<file path="config.mk">
export PLATFORM = sky130hd
export DESIGN_NAME = slot_select_memory_mapper_top
export DESIGN_NICKNAME = d
export VERILOG_FILES = /design/src/ssmm_pkg.sv /design/src/ssmm_regs.sv /design/src/ssmm_decode.sv /design/src/slot_select_memory_mapper_top.sv
export VERILOG_INCLUDE_DIRS = /design/src /design/src/src
export SDC_FILE = /design/constraint.sdc
export NUM_CORES = 1
export LEC_CHECK = 0
export ABC_CLOCK_PERIOD_IN_PS = 5500
export BUFFER_PORTS_ARGS = -buffer_cell sky130_fd_sc_hd__buf_2
export CORE_UTILIZATION = 63
export DETAILED_ROUTE_END_ITERATION = 8
export PLACE_DENSITY_LB_ADDON = 0.05
export SETUP_SLACK_MARGIN = 0.02
export SYNTH_ARGS = -nofsm -noshare
export SYNTH_HDL_FRONTEND = slang
export SYNTH_SLANG_ARGS = --single-unit
export TNS_END_PERCENT = 10
</file>
<file path="constraint.sdc">
create_clock -name clk -period 5.5 [get_ports clk]
set_clock_uncertainty 0.2 [all_clocks]
set_input_delay 0.275 -clock clk [delete_from_list [all_inputs] [get_ports clk]]
set_output_delay 0.275 -clock clk [all_outputs]
set_load 0.02 [all_outputs]
</file>
<file path="src/assert_macros.svh">
// Assertion helpers shared by the RTL. Each expects clk and arst_n in scope.
`ifndef ASSERT_MACROS_SVH
`define ASSERT_MACROS_SVH

// Same-cycle implication
`define ASSERT_NOW(label, ante, cons, msg) \
	label: assert property (@(posedge clk) disable iff (!arst_n) (ante) |-> (cons)) \
		else $error(msg);

// Next-cycle implication
`define ASSERT_NEXT(label, ante, cons, msg) \
	label: assert property (@(posedge clk) disable iff (!arst_n) (ante) |=> (cons)) \
		else $error(msg);

`endif

</file>
<file path="src/ssmm_pkg.sv">
`default_nettype none

package ssmm_pkg;

	// Bus function of one request
	typedef enum logic [1:0] {
		FUNC_MEM_RD = 2'd0,
		FUNC_MEM_WR = 2'd1,
		FUNC_IO_IN  = 2'd2,
		FUNC_IO_OUT = 2'd3
	} func_t;

	// Device that serves the request
	typedef enum logic [3:0] {
		TGT_NONE     = 4'd0,
		TGT_BIOS     = 4'd1,
		TGT_CART     = 4'd2,
		TGT_EXP      = 4'd3,
		TGT_RAM      = 4'd4,
		TGT_SUB      = 4'd5,
		TGT_VDP_DATA = 4'd6,
		TGT_VDP_STAT = 4'd7,
		TGT_VDP_CTRL = 4'd8,
		TGT_PSG_RD   = 4'd9,
		TGT_PSG_SEL  = 4'd10,
		TGT_PSG_WR   = 4'd11,
		TGT_KBD_RD   = 4'd12,
		TGT_KBD_WR   = 4'd13
	} target_t;

	// Configuration register indexes
	typedef enum logic [1:0] {
		CFG_MAPPER_EN = 2'd0,
		CFG_SUB_ROM   = 2'd1
	} cfg_idx_t;

	localparam int unsigned ADDR_W  = 16;
	localparam int unsigned TADDR_W = 22;
	localparam int unsigned DATA_W  = 8;
	localparam int unsigned OFS_W   = 14;

	localparam logic [ADDR_W-1:0] ADDR_SUBSLOT = 16'hFFFF;

	localparam logic [7:0] PORT_VDP_DATA = 8'h98;
	localparam logic [7:0] PORT_VDP_CTRL = 8'h99;
	localparam logic [7:0] PORT_PSG_SEL  = 8'hA0;
	localparam logic [7:0] PORT_PSG_WR   = 8'hA1;
	localparam logic [7:0] PORT_PSG_RD   = 8'hA2;
	localparam logic [7:0] PORT_SLOT     = 8'hA8;
	localparam logic [7:0] PORT_KBD_RD   = 8'hA9;
	localparam logic [7:0] PORT_KBD_WR   = 8'hAA;
	localparam logic [7:0] PORT_MAP_LO   = 8'hFC;
	localparam logic [7:0] PORT_MAP_HI   = 8'hFF;

	localparam logic [DATA_W-1:0] DATA_OPEN = 8'hFF;
	localparam logic [DATA_W-1:0] KBD_MASK  = 8'h0F;

	// Four 2-bit fields, one per page (or per subslot)
	typedef logic [3:0][1:0] quad_t;

	typedef struct packed {
		func_t             func;
		logic [ADDR_W-1:0] address;
		logic [DATA_W-1:0] data;
	} req_t;

	typedef struct packed {
		target_t            target;
		logic [TADDR_W-1:0] target_address;
		logic [DATA_W-1:0]  target_data;
		logic [DATA_W-1:0]  internal_data;
	} res_t;

	// Register contents seen by the decoder
	typedef struct packed {
		logic              mapper_enabled;
		logic              sub_rom_present;
		quad_t             prim;
		quad_t             sub_row;
		logic [DATA_W-1:0] seg;
	} view_t;

	// Register updates caused by one request
	typedef struct packed {
		logic              prim_we;
		logic              sub_we;
		logic              seg_we;
		logic [DATA_W-1:0] data;
	} upd_t;

endpackage

`default_nettype wire

</file>
<file path="src/ssmm_regs.sv">
`default_nettype none

module ssmm_regs (
	input  wire logic                        clk,
	input  wire logic                        arst_n,
	input  wire logic                        cfg_we,
	input  wire logic [1:0]                  cfg_index,
	input  wire logic                        cfg_data,
	input  wire logic                        upd_en,
	input  wire ssmm_pkg::upd_t              upd,
	input  wire logic [1:0]                  sub_idx,
	input  wire logic [1:0]                  seg_idx,
	output ssmm_pkg::view_t                  view
);

	logic                            mapper_en_q;
	logic                            sub_rom_q;
	ssmm_pkg::quad_t                 prim_q;
	ssmm_pkg::quad_t                 sub_q [4];
	logic [ssmm_pkg::DATA_W-1:0]     seg_q [4];

	// Config registers
	always_ff @(posedge clk or negedge arst_n) begin
		if (!arst_n) begin
			mapper_en_q <= 1'b0;
			sub_rom_q   <= 1'b0;
		end else if (cfg_we) begin
			case (cfg_index)
				ssmm_pkg::CFG_MAPPER_EN: mapper_en_q <= cfg_data;
				ssmm_pkg::CFG_SUB_ROM:   sub_rom_q   <= cfg_data;
				default: ;
			endcase
		end
	end

	// Primary slot selects, subslot registers (one per slot), mapper segments
	always_ff @(posedge clk or negedge arst_n) begin
		if (!arst_n) begin
			prim_q <= '0;
			for (int i = 0; i < 4; i++) begin
				sub_q[i] <= '0;
				seg_q[i] <= '0;
			end
		end else if (upd_en) begin
			if (upd.prim_we)
				prim_q <= upd.data;
			if (upd.sub_we)
				sub_q[sub_idx] <= upd.data;
			if (upd.seg_we)
				seg_q[seg_idx] <= upd.data;
		end
	end

	always_comb begin
		view.mapper_enabled  = mapper_en_q;
		view.sub_rom_present = sub_rom_q;
		view.prim            = prim_q;
		view.sub_row         = sub_q[sub_idx];
		view.seg             = seg_q[seg_idx];
	end

endmodule

`default_nettype wire

</file>
<file path="src/ssmm_decode.sv">
`default_nettype none

module ssmm_decode (
	input  wire ssmm_pkg::req_t    req,
	input  wire ssmm_pkg::view_t   view,
	output logic [1:0]             sub_idx,
	output logic [1:0]             seg_idx,
	output ssmm_pkg::res_t         res,
	output ssmm_pkg::upd_t         upd
);

	logic [7:0]                      port;
	logic [1:0]                      page;
	logic [1:0]                      prim;
	logic [1:0]                      sec;
	logic                            is_io;
	logic [ssmm_pkg::TADDR_W-1:0]    ram_addr;
	logic [ssmm_pkg::TADDR_W-1:0]    plain_addr;

	assign port  = req.address[7:0];
	assign page  = req.address[15:14];
	assign prim  = view.prim[page];
	assign is_io = (req.func == ssmm_pkg::FUNC_IO_IN) || (req.func == ssmm_pkg::FUNC_IO_OUT);

	// Subslot row of the slot in this page; for FFFF that is page 3's slot
	assign sub_idx = prim;
	assign sec     = view.sub_row[page];
	assign seg_idx = is_io ? port[1:0] : page;

	assign plain_addr = {{(ssmm_pkg::TADDR_W - ssmm_pkg::ADDR_W){1'b0}}, req.address};
	assign ram_addr   = view.mapper_enabled ?
		{view.seg, req.address[ssmm_pkg::OFS_W-1:0]} : plain_addr;

	always_comb begin
		res.target         = ssmm_pkg::TGT_NONE;
		res.target_address = '0;
		res.target_data    = '0;
		res.internal_data  = '0;
		upd.prim_we        = 1'b0;
		upd.sub_we         = 1'b0;
		upd.seg_we         = 1'b0;
		upd.data           = req.data;

		case (req.func)
			ssmm_pkg::FUNC_MEM_RD: begin
				if (req.address == ssmm_pkg::ADDR_SUBSLOT) begin
					res.internal_data = ~view.sub_row;
				end else begin
					case (prim)
						2'd0: begin
							res.target         = ssmm_pkg::TGT_BIOS;
							res.target_address = plain_addr;
						end
						2'd1: begin
							res.target         = ssmm_pkg::TGT_CART;
							res.target_address = plain_addr;
						end
						2'd2: begin
							res.target         = ssmm_pkg::TGT_EXP;
							res.target_address = plain_addr;
						end
						default: begin
							// slot 3: RAM, optional sub ROM, rest open bus
							if (sec == 2'd0) begin
								res.target         = ssmm_pkg::TGT_RAM;
								res.target_address = ram_addr;
							end else if (sec == 2'd1 && view.sub_rom_present) begin
								res.target         = ssmm_pkg::TGT_SUB;
								res.target_address = plain_addr;
							end else begin
								res.internal_data = ssmm_pkg::DATA_OPEN;
							end
						end
					endcase
				end
			end
			ssmm_pkg::FUNC_MEM_WR: begin
				if (req.address == ssmm_pkg::ADDR_SUBSLOT) begin
					upd.sub_we = 1'b1;
				end else begin
					// BIOS slot ignores writes; slot 3 always hits RAM
					case (prim)
						2'd0: ;
						2'd1: begin
							res.target         = ssmm_pkg::TGT_CART;
							res.target_address = plain_addr;
							res.target_data    = req.data;
						end
						2'd2: begin
							res.target         = ssmm_pkg::TGT_EXP;
							res.target_address = plain_addr;
							res.target_data    = req.data;
						end
						default: begin
							res.target         = ssmm_pkg::TGT_RAM;
							res.target_address = ram_addr;
							res.target_data    = req.data;
						end
					endcase
				end
			end
			ssmm_pkg::FUNC_IO_IN: begin
				if (port == ssmm_pkg::PORT_VDP_DATA)
					res.target = ssmm_pkg::TGT_VDP_DATA;
				else if (port == ssmm_pkg::PORT_VDP_CTRL)
					res.target = ssmm_pkg::TGT_VDP_STAT;
				else if (port == ssmm_pkg::PORT_PSG_RD)
					res.target = ssmm_pkg::TGT_PSG_RD;
				else if (port == ssmm_pkg::PORT_KBD_RD)
					res.target = ssmm_pkg::TGT_KBD_RD;
				else if (port == ssmm_pkg::PORT_SLOT)
					res.internal_data = view.prim;
				else if (port inside {[ssmm_pkg::PORT_MAP_LO:ssmm_pkg::PORT_MAP_HI]})
					res.internal_data = view.mapper_enabled ? view.seg : ssmm_pkg::DATA_OPEN;
				else
					res.internal_data = ssmm_pkg::DATA_OPEN;
			end
			default: begin
				// io out
				if (port == ssmm_pkg::PORT_VDP_DATA) begin
					res.target      = ssmm_pkg::TGT_VDP_DATA;
					res.target_data = req.data;
				end else if (port == ssmm_pkg::PORT_VDP_CTRL) begin
					res.target      = ssmm_pkg::TGT_VDP_CTRL;
					res.target_data = req.data;
				end else if (port == ssmm_pkg::PORT_PSG_SEL) begin
					res.target      = ssmm_pkg::TGT_PSG_SEL;
					res.target_data = req.data;
				end else if (port == ssmm_pkg::PORT_PSG_WR) begin
					res.target      = ssmm_pkg::TGT_PSG_WR;
					res.target_data = req.data;
				end else if (port == ssmm_pkg::PORT_KBD_WR) begin
					res.target      = ssmm_pkg::TGT_KBD_WR;
					res.target_data = req.data & ssmm_pkg::KBD_MASK;
				end else if (port == ssmm_pkg::PORT_SLOT) begin
					upd.prim_we = 1'b1;
				end else if (port inside {[ssmm_pkg::PORT_MAP_LO:ssmm_pkg::PORT_MAP_HI]}) begin
					upd.seg_we = 1'b1;
				end
			end
		endcase
	end

endmodule

`default_nettype wire

</file>
<file path="src/slot_select_memory_mapper_top.sv">
// Slot select and memory mapper: decodes one CPU bus request per clock while
// out_ready is high. A request is taken into an input register, decoded
// against the slot, subslot and segment registers, and its result is
// registered in an output register. One request per cycle is sustained while
// out_ready stays high; register writes caused by a request (port A8, address
// FFFF, ports FC-FF) take effect at the same edge its result is registered,
// so the very next request already sees them. Results stall in the output
// register while out_ready is low, and the input register keeps taking one
// more request behind it. Config writes (cfg_we) apply at once and must only
// be issued while no request is in flight.
`default_nettype none

`include "assert_macros.svh"

module slot_select_memory_mapper_top (
	input  wire logic                              clk,
	input  wire logic                              arst_n,
	// config write port
	input  wire logic                              cfg_we,
	input  wire logic [1:0]                        cfg_index,
	input  wire logic                              cfg_data,
	// request channel
	input  wire logic                              in_valid,
	output logic                                   in_ready,
	input  wire logic [1:0]                        func,
	input  wire logic [ssmm_pkg::ADDR_W-1:0]       address,
	input  wire logic [ssmm_pkg::DATA_W-1:0]       data,
	// result channel
	output logic                                   out_valid,
	input  wire logic                              out_ready,
	output logic [3:0]                             target,
	output logic [ssmm_pkg::TADDR_W-1:0]           target_address,
	output logic [ssmm_pkg::DATA_W-1:0]            target_data,
	output logic [ssmm_pkg::DATA_W-1:0]            internal_data
);

	logic               s1_valid_q;
	ssmm_pkg::req_t     req_s1;
	logic               out_valid_q;
	ssmm_pkg::res_t     res_q;
	logic               s1_adv;
	logic [1:0]         sub_idx;
	logic [1:0]         seg_idx;
	ssmm_pkg::view_t    view;
	ssmm_pkg::res_t     res;
	ssmm_pkg::upd_t     upd;
	logic               dev_out;
	logic               none_out;
	logic               int_clear;
	logic               fwd_clear;
	logic               slot_wr;

	assign s1_adv   = s1_valid_q && (!out_valid_q || out_ready);
	assign in_ready = !s1_valid_q || s1_adv;

	// Input register
	always_ff @(posedge clk or negedge arst_n) begin
		if (!arst_n) begin
			s1_valid_q <= 1'b0;
		end else if (in_ready) begin
			s1_valid_q <= in_valid;
		end
	end

	always_ff @(posedge clk) begin
		if (in_valid && in_ready) begin
			req_s1.func    <= ssmm_pkg::func_t'(func);
			req_s1.address <= address;
			req_s1.data    <= data;
		end
	end

	ssmm_regs u_regs (
		.clk       (clk),
		.arst_n    (arst_n),
		.cfg_we    (cfg_we),
		.cfg_index (cfg_index),
		.cfg_data  (cfg_data),
		.upd_en    (s1_adv),
		.upd       (upd),
		.sub_idx   (sub_idx),
		.seg_idx   (seg_idx),
		.view      (view)
	);

	ssmm_decode u_decode (
		.req     (req_s1),
		.view    (view),
		.sub_idx (sub_idx),
		.seg_idx (seg_idx),
		.res     (res),
		.upd     (upd)
	);

	// Output register
	always_ff @(posedge clk or negedge arst_n) begin
		if (!arst_n) begin
			out_valid_q <= 1'b0;
		end else if (s1_adv) begin
			out_valid_q <= 1'b1;
		end else if (out_ready) begin
			out_valid_q <= 1'b0;
		end
	end

	always_ff @(posedge clk) begin
		if (s1_adv)
			res_q <= res;
	end

	assign out_valid      = out_valid_q;
	assign target         = res_q.target;
	assign target_address = res_q.target_address;
	assign target_data    = res_q.target_data;
	assign internal_data  = res_q.internal_data;

	// Terms for the checks
	assign dev_out   = out_valid_q && (res_q.target != ssmm_pkg::TGT_NONE);
	assign none_out  = out_valid_q && (res_q.target == ssmm_pkg::TGT_NONE);
	assign int_clear = (res_q.internal_data == '0);
	assign fwd_clear = (res_q.target_data == '0) && (res_q.target_address == '0);
	assign slot_wr   = s1_adv && (req_s1.func == ssmm_pkg::FUNC_IO_OUT) &&
		(req_s1.address[7:0] == ssmm_pkg::PORT_SLOT);

	// Checks
	`ASSERT_NOW(a_ready_when_empty, !out_valid_q, in_ready, "input stalled with empty output")
	`ASSERT_NOW(a_internal_only_none, dev_out, int_clear, "internal data with a device target")
	`ASSERT_NOW(a_none_no_fwd, none_out, fwd_clear, "forwarded data with no target")
	`ASSERT_NEXT(a_slot_write, slot_wr, view.prim == $past(req_s1.data), "primary slot write lost")

endmodule

`default_nettype wire

</file>
==> results of run 1 <==
-- layout make-up --
class,instances,share of cell area
timing repair buffer,115,0.0953
inverter,8,0.00379
multi-input combinational,278,0.312
sequential,144,0.497
clock buffer,24,0.0607
clock inverter,8,0.00978
tap,133,0.0210
-- cell families after synthesis --
group                      after synthesis
xor gates and xnor gates                 1
AOI/OAI and AO/OA                       52
adders and majority gates                5
DFF                                    144
muxes                                  113
buffers and inverters                   33
and+or+nand+nor                        107
-- metal layers --
metal | vias to the layer above | share of wire
met5 | - | 0.00082
met4 | 2 | 0.016
met3 | 32 | 0.071
met2 | 190 | 0.49
met1 | 2155 | 0.42
li1 | 1930 | -
-- state kept, by name, indices dropped and copies added, names as in the netlist, 4 cells and up --
name	flops
u_regs.seg_q	32
target	4
target_address	22
u_regs.view	8
internal_data	8
u_regs.sub_q	32
target_data	8
req_s1	26
-- worst reg2reg max path, cell delays in order (launching register included) --
cell and delay, ns:
sky130_fd_sc_hd__edfxtp_1 0.53, sky130_fd_sc_hd__mux4_2 0.84, sky130_fd_sc_hd__ha_1 0.46, sky130_fd_sc_hd__or3_1 0.46, sky130_fd_sc_hd__o21ai_0 0.38, sky130_fd_sc_hd__a21o_1 0.22
sky130_fd_sc_hd__o22ai_1 0.10, sky130_fd_sc_hd__o2bb2ai_1 0.16, sky130_fd_sc_hd__a311o_1 0.28
-- cells in the final DEF (no fill, tap or decap), types with 2 or more instances in the layout --
master                          Yosys  routed
sky130_fd_sc_hd__buf_2              0      77
sky130_fd_sc_hd__dfrtp_1           76      76
sky130_fd_sc_hd__mux2_2            74      74
sky130_fd_sc_hd__edfxtp_1          68      68
sky130_fd_sc_hd__dlygate4sd3_1      0      34
sky130_fd_sc_hd__mux2i_1           25      25
sky130_fd_sc_hd__and2_1            25      25
sky130_fd_sc_hd__nand2_1           19      19
sky130_fd_sc_hd__clkbuf_16          0      17
sky130_fd_sc_hd__mux4_2            14      14
sky130_fd_sc_hd__nor2_1            14      14
sky130_fd_sc_hd__o221ai_1          11      11
sky130_fd_sc_hd__nor2b_1            9       9
sky130_fd_sc_hd__o211ai_1           8       8
sky130_fd_sc_hd__inv_1              8       7
sky130_fd_sc_hd__o21ai_0            6       6
sky130_fd_sc_hd__a21oi_1            6       6
sky130_fd_sc_hd__nand2b_1           5       5
sky130_fd_sc_hd__ha_1               5       5
sky130_fd_sc_hd__nand3_1            4       4
sky130_fd_sc_hd__nor3_1             4       4
sky130_fd_sc_hd__nor4_1             4       4
sky130_fd_sc_hd__clkbuf_1          11       4
sky130_fd_sc_hd__buf_4              0       4
sky130_fd_sc_hd__nand4_1            3       3
sky130_fd_sc_hd__nand3b_1           3       3
sky130_fd_sc_hd__and3_1             3       3
sky130_fd_sc_hd__o22ai_1            3       3
sky130_fd_sc_hd__clkbuf_8           0       3
sky130_fd_sc_hd__and2_4             2       2
sky130_fd_sc_hd__nor2_4             2       2
sky130_fd_sc_hd__o21ai_1            2       2
sky130_fd_sc_hd__nor3b_1            2       2
sky130_fd_sc_hd__a31oi_1            2       2
sky130_fd_sc_hd__o31ai_1            2       2
sky130_fd_sc_hd__clkinv_4           0       2
sky130_fd_sc_hd__clkinv_2           0       2
sky130_fd_sc_hd__inv_4              0       2
-- per-stage QoR --
stage               setup WS, ns  instances  cell area, um2  hold slack (ns)  utilization
floorplan                   2.30        455            6580           -0.221            -
detailed placement          1.71        644            7030            0.253        0.706
global route                1.47        710            7930            0.233        0.797
global placement            1.89        644            7030            0.252        0.706
finish                      1.61        710            7930            0.242        0.797
CTS                         1.69        710            7930            0.212        0.797
-- power breakdown --
group	internal, mW	switching, mW	total [mW]
sequential	1.18	0.0423	1.23
combinational	0.0767	0.109	0.186
clock	0.651	0.425	1.08
total	1.91	0.577	2.49
-- path summary, 6_finish.rpt --
| check | startpoint | end | depth (start not counted) |
|---|---|---|---|
| max | req_s1[22]$_DFFE_PP_ | target_address[15]$_SDFFCE_PN0P_ | 8 |
| min | address[7] | req_s1[15]$_DFFE_PP_ | 2 |
| max reg2reg | req_s1[22]$_DFFE_PP_ | target_address[15]$_SDFFCE_PN0P_ | 8 |
| min reg2reg | u_regs.sub_q[8]$_DFFE_PN0P_ | u_regs.sub_q[8]$_DFFE_PN0P_ | 1 |
| max in group asynchronous | arst_n | u_regs.seg_q[22]$_DFFE_PN0P_ | 3 |
| min in group asynchronous | arst_n | u_regs.sub_rom_q$_DFFE_PN0P_ | 3 |
-- synth_stat cells, drive strengths merged, types with 4 or more instances --
cell type | number | area [um2]
dfrtp | 76 | 1900
nor2b | 9 | 56.3
o21ai | 8 | 40.0
o221ai | 11 | 96.3
nor4 | 4 | 25.0
inv | 8 | 30.0
nand3 | 4 | 20.0
mux2 | 74 | 833
nor3 | 5 | 30.0
ha | 5 | 62.6
mux2i | 25 | 250
buf | 14 | 90.1
nand2 | 19 | 71.3
edfxtp | 68 | 2040
nand2b | 5 | 31.3
mux4 | 14 | 315
a21oi | 6 | 30.0
o211ai | 8 | 60.1
nor2 | 16 | 75.1
and2 | 27 | 174
clkbuf | 11 | 41.3
-- what timing repair did --
item                      4_1_cts  5_1_grt
hold buffers                   34        0
hold endpoints to repair      106        0
buffers inserted                0        0
==> results.toml, run 1 <==
[grt]
grt_use_met2 = 0.467
maximum_number_of_pins_on_one_net_before_global_route_repair = 77
grtUsageMet3 = 0.0783
initial_antenna_violation_count = 1
vias_in_the_first_global_route = 4303
grt_pass1_wl_mm = 23.4
grt_util_all_layers = 0.293
top_usage_layer = "met2"
grt_overflow = 0
met1_global_route_usage = 0.389

[floorplan]
die_area_um2 = 10900
die_h_um = 104
initial_core_util = 0.661
floorplan.io_pins = 78
placeableCoreArea_um2 = 9950
die_w_um = 104
core.rowCount = 36

[cells_and_area]
nets = 603
num_antenna_cells = 0
area_delta_synth_final_pct = 20.5
layout-drive-gt1-share = 0.357
multiInputGateArea_um2 = 2470
final.fill_count = 548
layout.area.seq_um2 = 3940

[clock_network]
clkTransAtPathRegs_ns = 0.06
numCtsBuffers = 17
htree_num_levels = 4
cts-root-buf = "sky130_fd_sc_hd__clkbuf_8"
tritoncts = "built"
clk_path_buf_depth = 2
number_of_sinks_driven_by_the_clock_tree = 144
cts_resized = 0
clkLatencyLatePin_ns = 0.54

[power_and_ir_drop]
total_power_mw = 2.49
power.static_leakage_nw = 3.41
vdd.ir_drop.worst_uv = 279
power.density_nw_per_um2 = 314

[sta]
timing.final.max_slew_violations = 0
final.setup.tns_ns = 0
rsz0062_at_grt = "no"
timing_worst_slew_pin_value_ns = 1.16
fin_crit_sh = 0.706
finalSetupViolCount = 0
finalCriticalPeriod_ns = 3.89
fmax_ghz = 0.257
timing.final.hold_violations = 0
max_slew_headroom = 0.205

[logic_synthesis]
mappedNetlistNets = 494
synthXorXnorAreaFrac = 0.00133
synth_sequential_area_ratio = 0.599
synth_simple_gate_area_frac = 0.0932
syn-mean-instance-area_um2 = 14.5
synth_top_family_by_area = "multiplexers"
cell_variety_after_synth = 53
syn_inst = 455
ys_ff_latch = 144
synthesis.area_um2 = 6580
synth_compound_gate_area_share = 0.0595
synth_adder_area_share = 0.00951
synth-edff-count = 68
synthFlopType = "sky130_fd_sc_hd__dfrtp_1"
synth.mux.area_fraction = 0.213
synthesis.yosys.warnings = 0
share_of_async_settable_or_async_resettable_flops_after_synthesis = 0.528

[worst_setup_path]
path_max_fanout = 19
setup_crit_end_kind = "register"
setup.worst_path.class = "register to register"
required_ns = 5.58
worst-path-buf-inv = 0
worstPathArrival_ns = 3.97
cp_slowest_cell = "sky130_fd_sc_hd__mux4_2"
cp-start-kind = "register"
critPathTopFamily = "compound AO/OA/AOI/OAI gates"
crit_path_max_incr_delay_ns = 0.84
worstPathCellList = "mux4_2 -> ha_1 -> or3_1 -> o21ai_0 -> a21o_1 -> o22ai_1 -> o2bb2ai_1 -> a311o_1"
timing.reg2reg.setup_slack_ns = 1.61

[route]
detail_route.wirelength_mm = 14.6
drc_errors = 0
vias = 4309
routedWlPerCell_um = 20.5
dr.pass1.iters = 5
route.detailed.vias_per_inst = 6.07
drtIter0Drc = 298
remaining_antenna_violation_count_after_routing = 0

[run_status]
status = "finished clean"

[placed_design]
gp_congestion = 0.865
buffer_ports.inserted = 77
dpl_wire_length_mm = 9.33

[flow_run]
cap_viol_max_count = 0

[hold_path]
worstHoldPathType = "input port to register"
(Power assumes the default switching activity.)
==> run 2, diff against run 1 <==
--- a/config.mk
+++ b/config.mk
@@ -6,9 +6,10 @@
 export SDC_FILE = /design/constraint.sdc
 export NUM_CORES = 1
 export LEC_CHECK = 0
-export ABC_CLOCK_PERIOD_IN_PS = 5500
+export ABC_AREA = 1
+export ABC_CLOCK_PERIOD_IN_PS = 3500
 export BUFFER_PORTS_ARGS = -buffer_cell sky130_fd_sc_hd__buf_2
-export CORE_UTILIZATION = 63
+export CORE_UTILIZATION = 53
 export DETAILED_ROUTE_END_ITERATION = 8
 export PLACE_DENSITY_LB_ADDON = 0.05
 export SETUP_SLACK_MARGIN = 0.02
==> constraint.sdc (replaced) <==
create_clock -name clk -period 3.5 [get_ports clk]
set_clock_uncertainty 0.2 [all_clocks]
set_input_delay 0.175 -clock clk [delete_from_list [all_inputs] [get_ports clk]]
set_output_delay 0.175 -clock clk [all_outputs]
set_load 0.02 [all_outputs]
==> run 2 against run 1 <==
Compared with the run above: synthesized cell count rose by 52%; utilization fell by 13 points; die area rose by 20%.
==> results.toml, run 2 <==
[run_status]
status = "finished clean"

[cells_and_area]
multiInputGateArea_um2 = 2370
final.fill_count = 980
layout.area.seq_um2 = 3940
area_delta_synth_final_pct = 21.8
reg.largest.list = "u_regs.seg_q: 32 flops, u_regs.sub_q: 32 flops, req_s1: 26 flops"
most_used_cells_in_the_layout_excluding_fill_and_tap_cells = "sky130_fd_sc_hd__nand2_1 (175), sky130_fd_sc_hd__o21ai_0 (86), sky130_fd_sc_hd__buf_2 (77)"
layout-drive-gt1-share = 0.182
layout_commonest_cell = "sky130_fd_sc_hd__nand2_1"
nets = 852
num_antenna_cells = 0
final_core_utilization = 0.668
finalNonFillerCells = 994

[grt]
initial_antenna_violation_count = 0
grt_pass1_wl_mm = 28.6
maximum_number_of_pins_on_one_net_before_global_route_repair = 77
grt_overflow = 0
grt_util_all_layers = 0.301
vias_in_the_first_global_route = 5360

[route]
drtIter0Drc = 462
route.detailed.vias_per_inst = 5.59
vias = 5552
routedWlPerCell_um = 18.5
drc_errors = 0
dr.pass1.iters = 6
remaining_antenna_violation_count_after_routing = 0
detail_route.wirelength_mm = 18.4

[logic_synthesis]
synthesis.area_um2 = 6670
synth-edff-count = 68
ys_top_cells_by_area = "sky130_fd_sc_hd__edfxtp_1 (31%), sky130_fd_sc_hd__dfrtp_1 (29%), sky130_fd_sc_hd__nand2_1 (9.8%)"
synthFlopType = "sky130_fd_sc_hd__dfrtp_1"
mappedNetlistNets = 731
cell_variety_after_synth = 40
synthesis.yosys.warnings = 0
ys_ff_latch = 144
synth_top_cell_area_share = 0.306
syn-mean-instance-area_um2 = 9.64
synth.most_common_cell = "sky130_fd_sc_hd__nand2_1"
share_of_async_settable_or_async_resettable_flops_after_synthesis = 0.528
synth_sequential_area_ratio = 0.591
syn_inst = 692
synthTopCellsByCount = "sky130_fd_sc_hd__nand2_1 (175), sky130_fd_sc_hd__o21ai_0 (86), sky130_fd_sc_hd__dfrtp_1 (76)"
synth_largest_area_cell = "sky130_fd_sc_hd__edfxtp_1"

[placed_design]
gp_congestion = 0.903
buffer_ports.inserted = 77
dpl_wire_length_mm = 12.1
dpl.cell_count = 925

[sta]
fin_crit_sh = 0.894
timing.final.max_slew_violations = 0
final.setup.tns_ns = 0
rsz0062_at_grt = "no"
fmax_ghz = 0.319
timing_worst_slew_pin_value_ns = 1.08
finalHoldWorstSlack_ns = 0.257
finalCriticalPeriod_ns = 3.13
max_slew_headroom = 0.281
timing.final.hold_violations = 0
finalSetupViolCount = 0

[power_and_ir_drop]
pwr-share-comb = 0.132
power.static_leakage_nw = 3.54
power.density_nw_per_um2 = 520
power.share.clock = 0.405
swShare = 0.275
vdd.ir_drop.worst_uv = 536
power_switching_mw = 1.16
seq_power_share = 0.463
p_int_mw = 3.07

[hold_path]
hp-start = "address[8]"
min_to = "req_s1[16]$_DFFE_PP_"
worstHoldPathType = "input port to register"
holdPathStages = 2

[clock_network]
clk_path_buf_depth = 2
tritoncts = "built"
clkTransAtPathRegs_ns = 0.06
htree_num_levels = 4
clkLatencyLatePin_ns = 0.43
number_of_sinks_driven_by_the_clock_tree = 144
cts-root-buf = "sky130_fd_sc_hd__clkbuf_16"
numCtsBuffers = 17

[worst_setup_path]
ff2ff_path_depth = 11
cp-start-kind = "register"
cp_slowest_cell = "sky130_fd_sc_hd__edfxtp_1"
worstPathCellList = "inv_2 -> nand3_4 -> nand2_4 -> inv_1 -> ha_1 -> nor3_1 -> nor3_1 -> inv_1 -> o21ai_0 -> a21oi_1 -> nor2_1"
setup.worst_path.class = "register to register"
path_max_fanout = 21
worstPathArrival_ns = 3.10
required_ns = 3.47
crit_path_max_incr_delay_ns = 0.51
r2r_start = "req_s1[23]$_DFFE_PP_"
timing.rr.end = "target_data[3]$_DFFE_PP_"
setup_crit_end_kind = "register"
timing.reg2reg.setup_slack_ns = 0.37

[floorplan]
die_area_um2 = 13000
die_h_um = 114
placeableCoreArea_um2 = 12200
core.rowCount = 40
initial_core_util = 0.549
floorplan.io_pins = 78
die_w_um = 114

[flow_run]
cap_viol_max_count = 0
## run 2: cell count changes after synthesis, sizes merged, moves of 14 or more
cell	previous run	this run
mux4	14	0
o21ai	8	88
nor2	16	46
nand3	4	64
and2	27	0
mux2	74	0
nand2	19	185
inv	8	66
mux2i	25	0
## run 2: timing repair
item / in CTS / in global routing
resized for setup: 0 / 1
buffers inserted: 0 / 2
setup endpoints to repair: 0 / 4
hold buffers: 35 / 0
endpoints found under the hold margin: 106 / 0
## run 2: critical path: cells and delay by family (launching register included)
family / cells / cell delay (ns)
AND/OR/NAND/NOR: 5 / 0.92
AO/OA/AOI/OAI: 2 / 0.46
flip-flops: 1 / 0.51
buffers and inverters: 3 / 0.51
adder cells (fa/ha/maj): 1 / 0.26
## run 2: metrics by stage
| stage | power, mW | setup slack, ns | cell area [um2] |
|---|---|---|---|
| after floorplan | 2.29 | 0.855 | 6670 |
| after global placement | 2.48 | 0.438 | 7200 |
| after detailed placement | 2.49 | 0.276 | 7200 |
| after CTS | 4.22 | 0.265 | 8110 |
| after global routing | 4.37 | 0.0981 | 8130 |
| final | 4.23 | 0.369 | 8130 |
## run 2: area by class of cell
type                            count  area share
Clock buffer                       22      0.0599
Inverter                           67      0.0309
Tap cell                          168      0.0259
Sequential cell                   144       0.485
Multi-Input combinational cell    463       0.291
Clock inverter                     10     0.00908
Timing Repair Buffer              120      0.0979
## run 2: power by group through the flow
| stage | clock network, mW | logic [mW] | registers, mW |
|---|---|---|---|
| 2_1_floorplan | 0 | 0.237 | 2.06 |
| 3_3_place_gp | 0 | 0.497 | 1.99 |
| 3_5_place_dp | 0 | 0.505 | 1.99 |
| 4_1_cts | 1.72 | 0.544 | 1.96 |
| 5_1_grt | 1.80 | 0.605 | 1.97 |
| 6_report | 1.71 | 0.556 | 1.96 |
## run 2: metal layers
metal / up-vias / part of all wire / global-route usage
met2: 267 / 0.48 / 0.499
met1: 2657 / 0.42 / 0.391
met5: - / 0 / 0
met4: 0 / 0.017 / 0.0996
met3: 26 / 0.082 / 0.0693
li1: 2602 / - / -
## run 2: worst max-delay path by stage
stage | startpoint | to | slack, ns | depth (start not counted)
global placement | req_s1[22]$_DFFE_PP_ | target_data[2]$_DFFE_PP_ | 0.44 | 11
global route | req_s1[23]$_DFFE_PP_ | target_data[3]$_DFFE_PP_ | 0.1 | 11
CTS | req_s1[22]$_DFFE_PP_ | target_data[2]$_DFFE_PP_ | 0.26 | 12
detailed placement | req_s1[22]$_DFFE_PP_ | target_data[2]$_DFFE_PP_ | 0.28 | 11
finish | req_s1[23]$_DFFE_PP_ | target_data[3]$_DFFE_PP_ | 0.37 | 11
floorplan | req_s1[22]$_DFFE_PP_ | target_data[0]$_DFFE_PP_ | 0.86 | 13
## run 2: logic make-up (layout without fill, tap and decap cells)
group	count (synthesis)	after routing	share of synthesized area
simple gates	329	329	0.231
flops	144	144	0.591
compound gates	129	129	0.113
buf+inv	85	219	0.0548
fa+ha+maj	5	5	0.00938
==> run 3, diff against run 2 <==
--- a/config.mk
+++ b/config.mk
@@ -11,8 +11,9 @@
 export BUFFER_PORTS_ARGS = -buffer_cell sky130_fd_sc_hd__buf_2
 export CORE_UTILIZATION = 53
 export DETAILED_ROUTE_END_ITERATION = 8
-export PLACE_DENSITY_LB_ADDON = 0.05
+export PLACE_DENSITY = 0.85
 export SETUP_SLACK_MARGIN = 0.02
+export SKIP_LAST_GASP = 1
 export SYNTH_ARGS = -nofsm -noshare
 export SYNTH_HDL_FRONTEND = slang
 export SYNTH_SLANG_ARGS = --single-unit
==> run 3 against run 2 <==
Compared with the run above: worst setup slack lost 0.11 ns; global-route usage grew 0.14 points; first-iteration DRC count grew 41%; critical path depth stayed put; critical endpoint is now target_data[5]$_DFFE_PP_; combinational power is essentially flat; routed wire length shrank 0.35%; register-to-register slack got worse by 0.11 ns.
==> results.toml, run 3 (synthesis gave the netlist of run 2 again) <==
[route]
detail_route.wirelength_mm = 18.3
remaining_antenna_violation_count_after_routing = 0
vias = 5718
routedWlPerCell_um = 18.4
route.detailed.vias_per_inst = 5.74
met3_length_mm = 1.76
m1_wl_mm = 7.50
drtIter0Drc = 650
drc_errors = 0
dr.pass1.iters = 5
met2_wirelength_mm = 8.41
routed.top_layer = "met4"

[worst_setup_path]
setup.worst_path.class = "register to register"
setup_crit_end_kind = "register"
critical_path.startpoint = "req_s1[22]$_DFFE_PP_"
ff2ff_path_depth = 11
r2r_start = "req_s1[22]$_DFFE_PP_"
crit_path_max_incr_delay_ns = 0.58
timing.reg2reg.setup_slack_ns = 0.26
worstPathCellList = "inv_2 -> nand2_1 -> nand3_4 -> nand2_4 -> ha_1 -> nor3_1 -> nor3_1 -> inv_1 -> o21ai_0 -> inv_1 -> nor2_1"
endpoint_of_the_worst_setup_timing_path = "target_data[5]$_DFFE_PP_"
worstPathArrival_ns = 3.30
critPathTopFamily = "simple AND/OR/NAND/NOR gates"
timing.rr.end = "target_data[5]$_DFFE_PP_"
worstSetupPathDepth = 11
path_max_fanout = 21
worst-path-buf-inv = 3
cp-start-kind = "register"
cp_slowest_cell = "sky130_fd_sc_hd__edfxtp_1"
required_ns = 3.57

[floorplan]
die_h_um = 114
die_w_um = 114
placeableCoreArea_um2 = 12200
floorplan.io_pins = 78
initial_core_util = 0.549
die_area_um2 = 13000
core.rowCount = 40

[sta]
max_slew_headroom = 0.284
finalSetupViolCount = 0
final.setup.tns_ns = 0
fin_crit_sh = 0.925
timing_worst_slew_pin_value_ns = 1.07
fmax_ghz = 0.309
finalCriticalPeriod_ns = 3.24
timing.final.max_slew_violations = 0
rsz0062_at_grt = "no"
timing.final.hold_violations = 0

[clock_network]
clkLatencyLatePin_ns = 0.44
numCtsBuffers = 17
clk_path_buf_depth = 2
htree_num_levels = 4
tritoncts = "built"
cts-root-buf = "sky130_fd_sc_hd__clkbuf_16"
clkTransAtPathRegs_ns = 0.06
number_of_sinks_driven_by_the_clock_tree = 144

[grt]
initial_antenna_violation_count = 1
vias_in_the_first_global_route = 5516
maximum_number_of_pins_on_one_net_before_global_route_repair = 43
grt_util_all_layers = 0.302
grt_pass1_wl_mm = 29.1
grt_overflow = 0

[cells_and_area]
layout_commonest_cell = "sky130_fd_sc_hd__nand2_1"
nets = 854
final.fill_count = 876
layout-drive-gt1-share = 0.185
most_used_cells_in_the_layout_excluding_fill_and_tap_cells = "sky130_fd_sc_hd__nand2_1 (175), sky130_fd_sc_hd__o21ai_0 (86), sky130_fd_sc_hd__buf_2 (77)"
final_core_utilization = 0.677
reg.largest.list = "u_regs.seg_q: 32 flops, u_regs.sub_q: 32 flops, req_s1: 26 flops"
area_delta_synth_final_pct = 23.4

[placed_design]
gp_congestion = 0.993
buffer_ports.inserted = 77
dpl_wire_length_mm = 11.9

[run_status]
status = "finished clean"

[power_and_ir_drop]
power.static_leakage_nw = 3.61
vdd.ir_drop.worst_uv = 370
power.density_nw_per_um2 = 548
total_power_mw = 4.51

[flow_run]
cap_viol_max_count = 0

[hold_path]
worstHoldPathType = "input port to async pin"
==> run 3: final cells by class <==
class | count | area (um2) | area share
flip-flops and latches | 144 | 3940 | 0.479
diodes | 1 | 2.50 | 0.000304
repair buffers | 122 | 811 | 0.0985
clock buffers | 19 | 454 | 0.0552
clock inverters | 13 | 195 | 0.0237
multi-input cells | 463 | 2360 | 0.287
well taps | 168 | 210 | 0.0255
inverters | 67 | 251 | 0.0306
==> run 3: metal layers <==
metal	global-route usage	vias to the layer above
li1	-	2618
met1	0.414	2677
met2	0.452	371
met3	0.0773	52
met4	0.145	0
met5	0	-
==> run 3: power breakdown <==
| group | internal, mW | switching [mW] |
|---|---|---|
| clock network | 1.25 | 0.746 |
| logic | 0.169 | 0.385 |
| registers | 1.90 | 0.0541 |
==> run 3: worst min-delay path by stage <==
stage / from / slack, ns / to
2_1_floorplan: arst_n / -0.32 / out_valid$_DFFE_PN0P_
5_1_grt: arst_n / 0.1 / u_regs.seg_q[25]$_DFFE_PN0P_
6_report: arst_n / 0.05 / u_regs.seg_q[31]$_DFFE_PN0P_
4_1_cts: arst_n / 0.05 / u_regs.seg_q[16]$_DFFE_PN0P_
3_3_place_gp: arst_n / -0.03 / u_regs.seg_q[29]$_DFFE_PN0P_
3_5_place_dp: arst_n / -0.03 / u_regs.seg_q[29]$_DFFE_PN0P_
==> run 3: metrics by stage <==
step	hold WS, ns	instances	setup WS [ns]	cell area (um2)
floorplan	-0.321	692	0.855	6670
global placement	-0.0271	926	0.562	7210
detailed placement	-0.0319	926	0.424	7210
CTS	0.0548	993	0.279	8210
global route	0.0962	997	0.0912	8230
finish	0.0494	997	0.264	8230
==> run 3: repair_timing <==
| item | in CTS | in global routing |
|---|---|---|
| endpoints found under the setup margin | 0 | 6 |
| setup buffers | 0 | 3 |
| hold buffers | 35 | 0 |
| endpoints found under the hold margin | 69 | 0 |
| gates resized for setup | 0 | 0 |
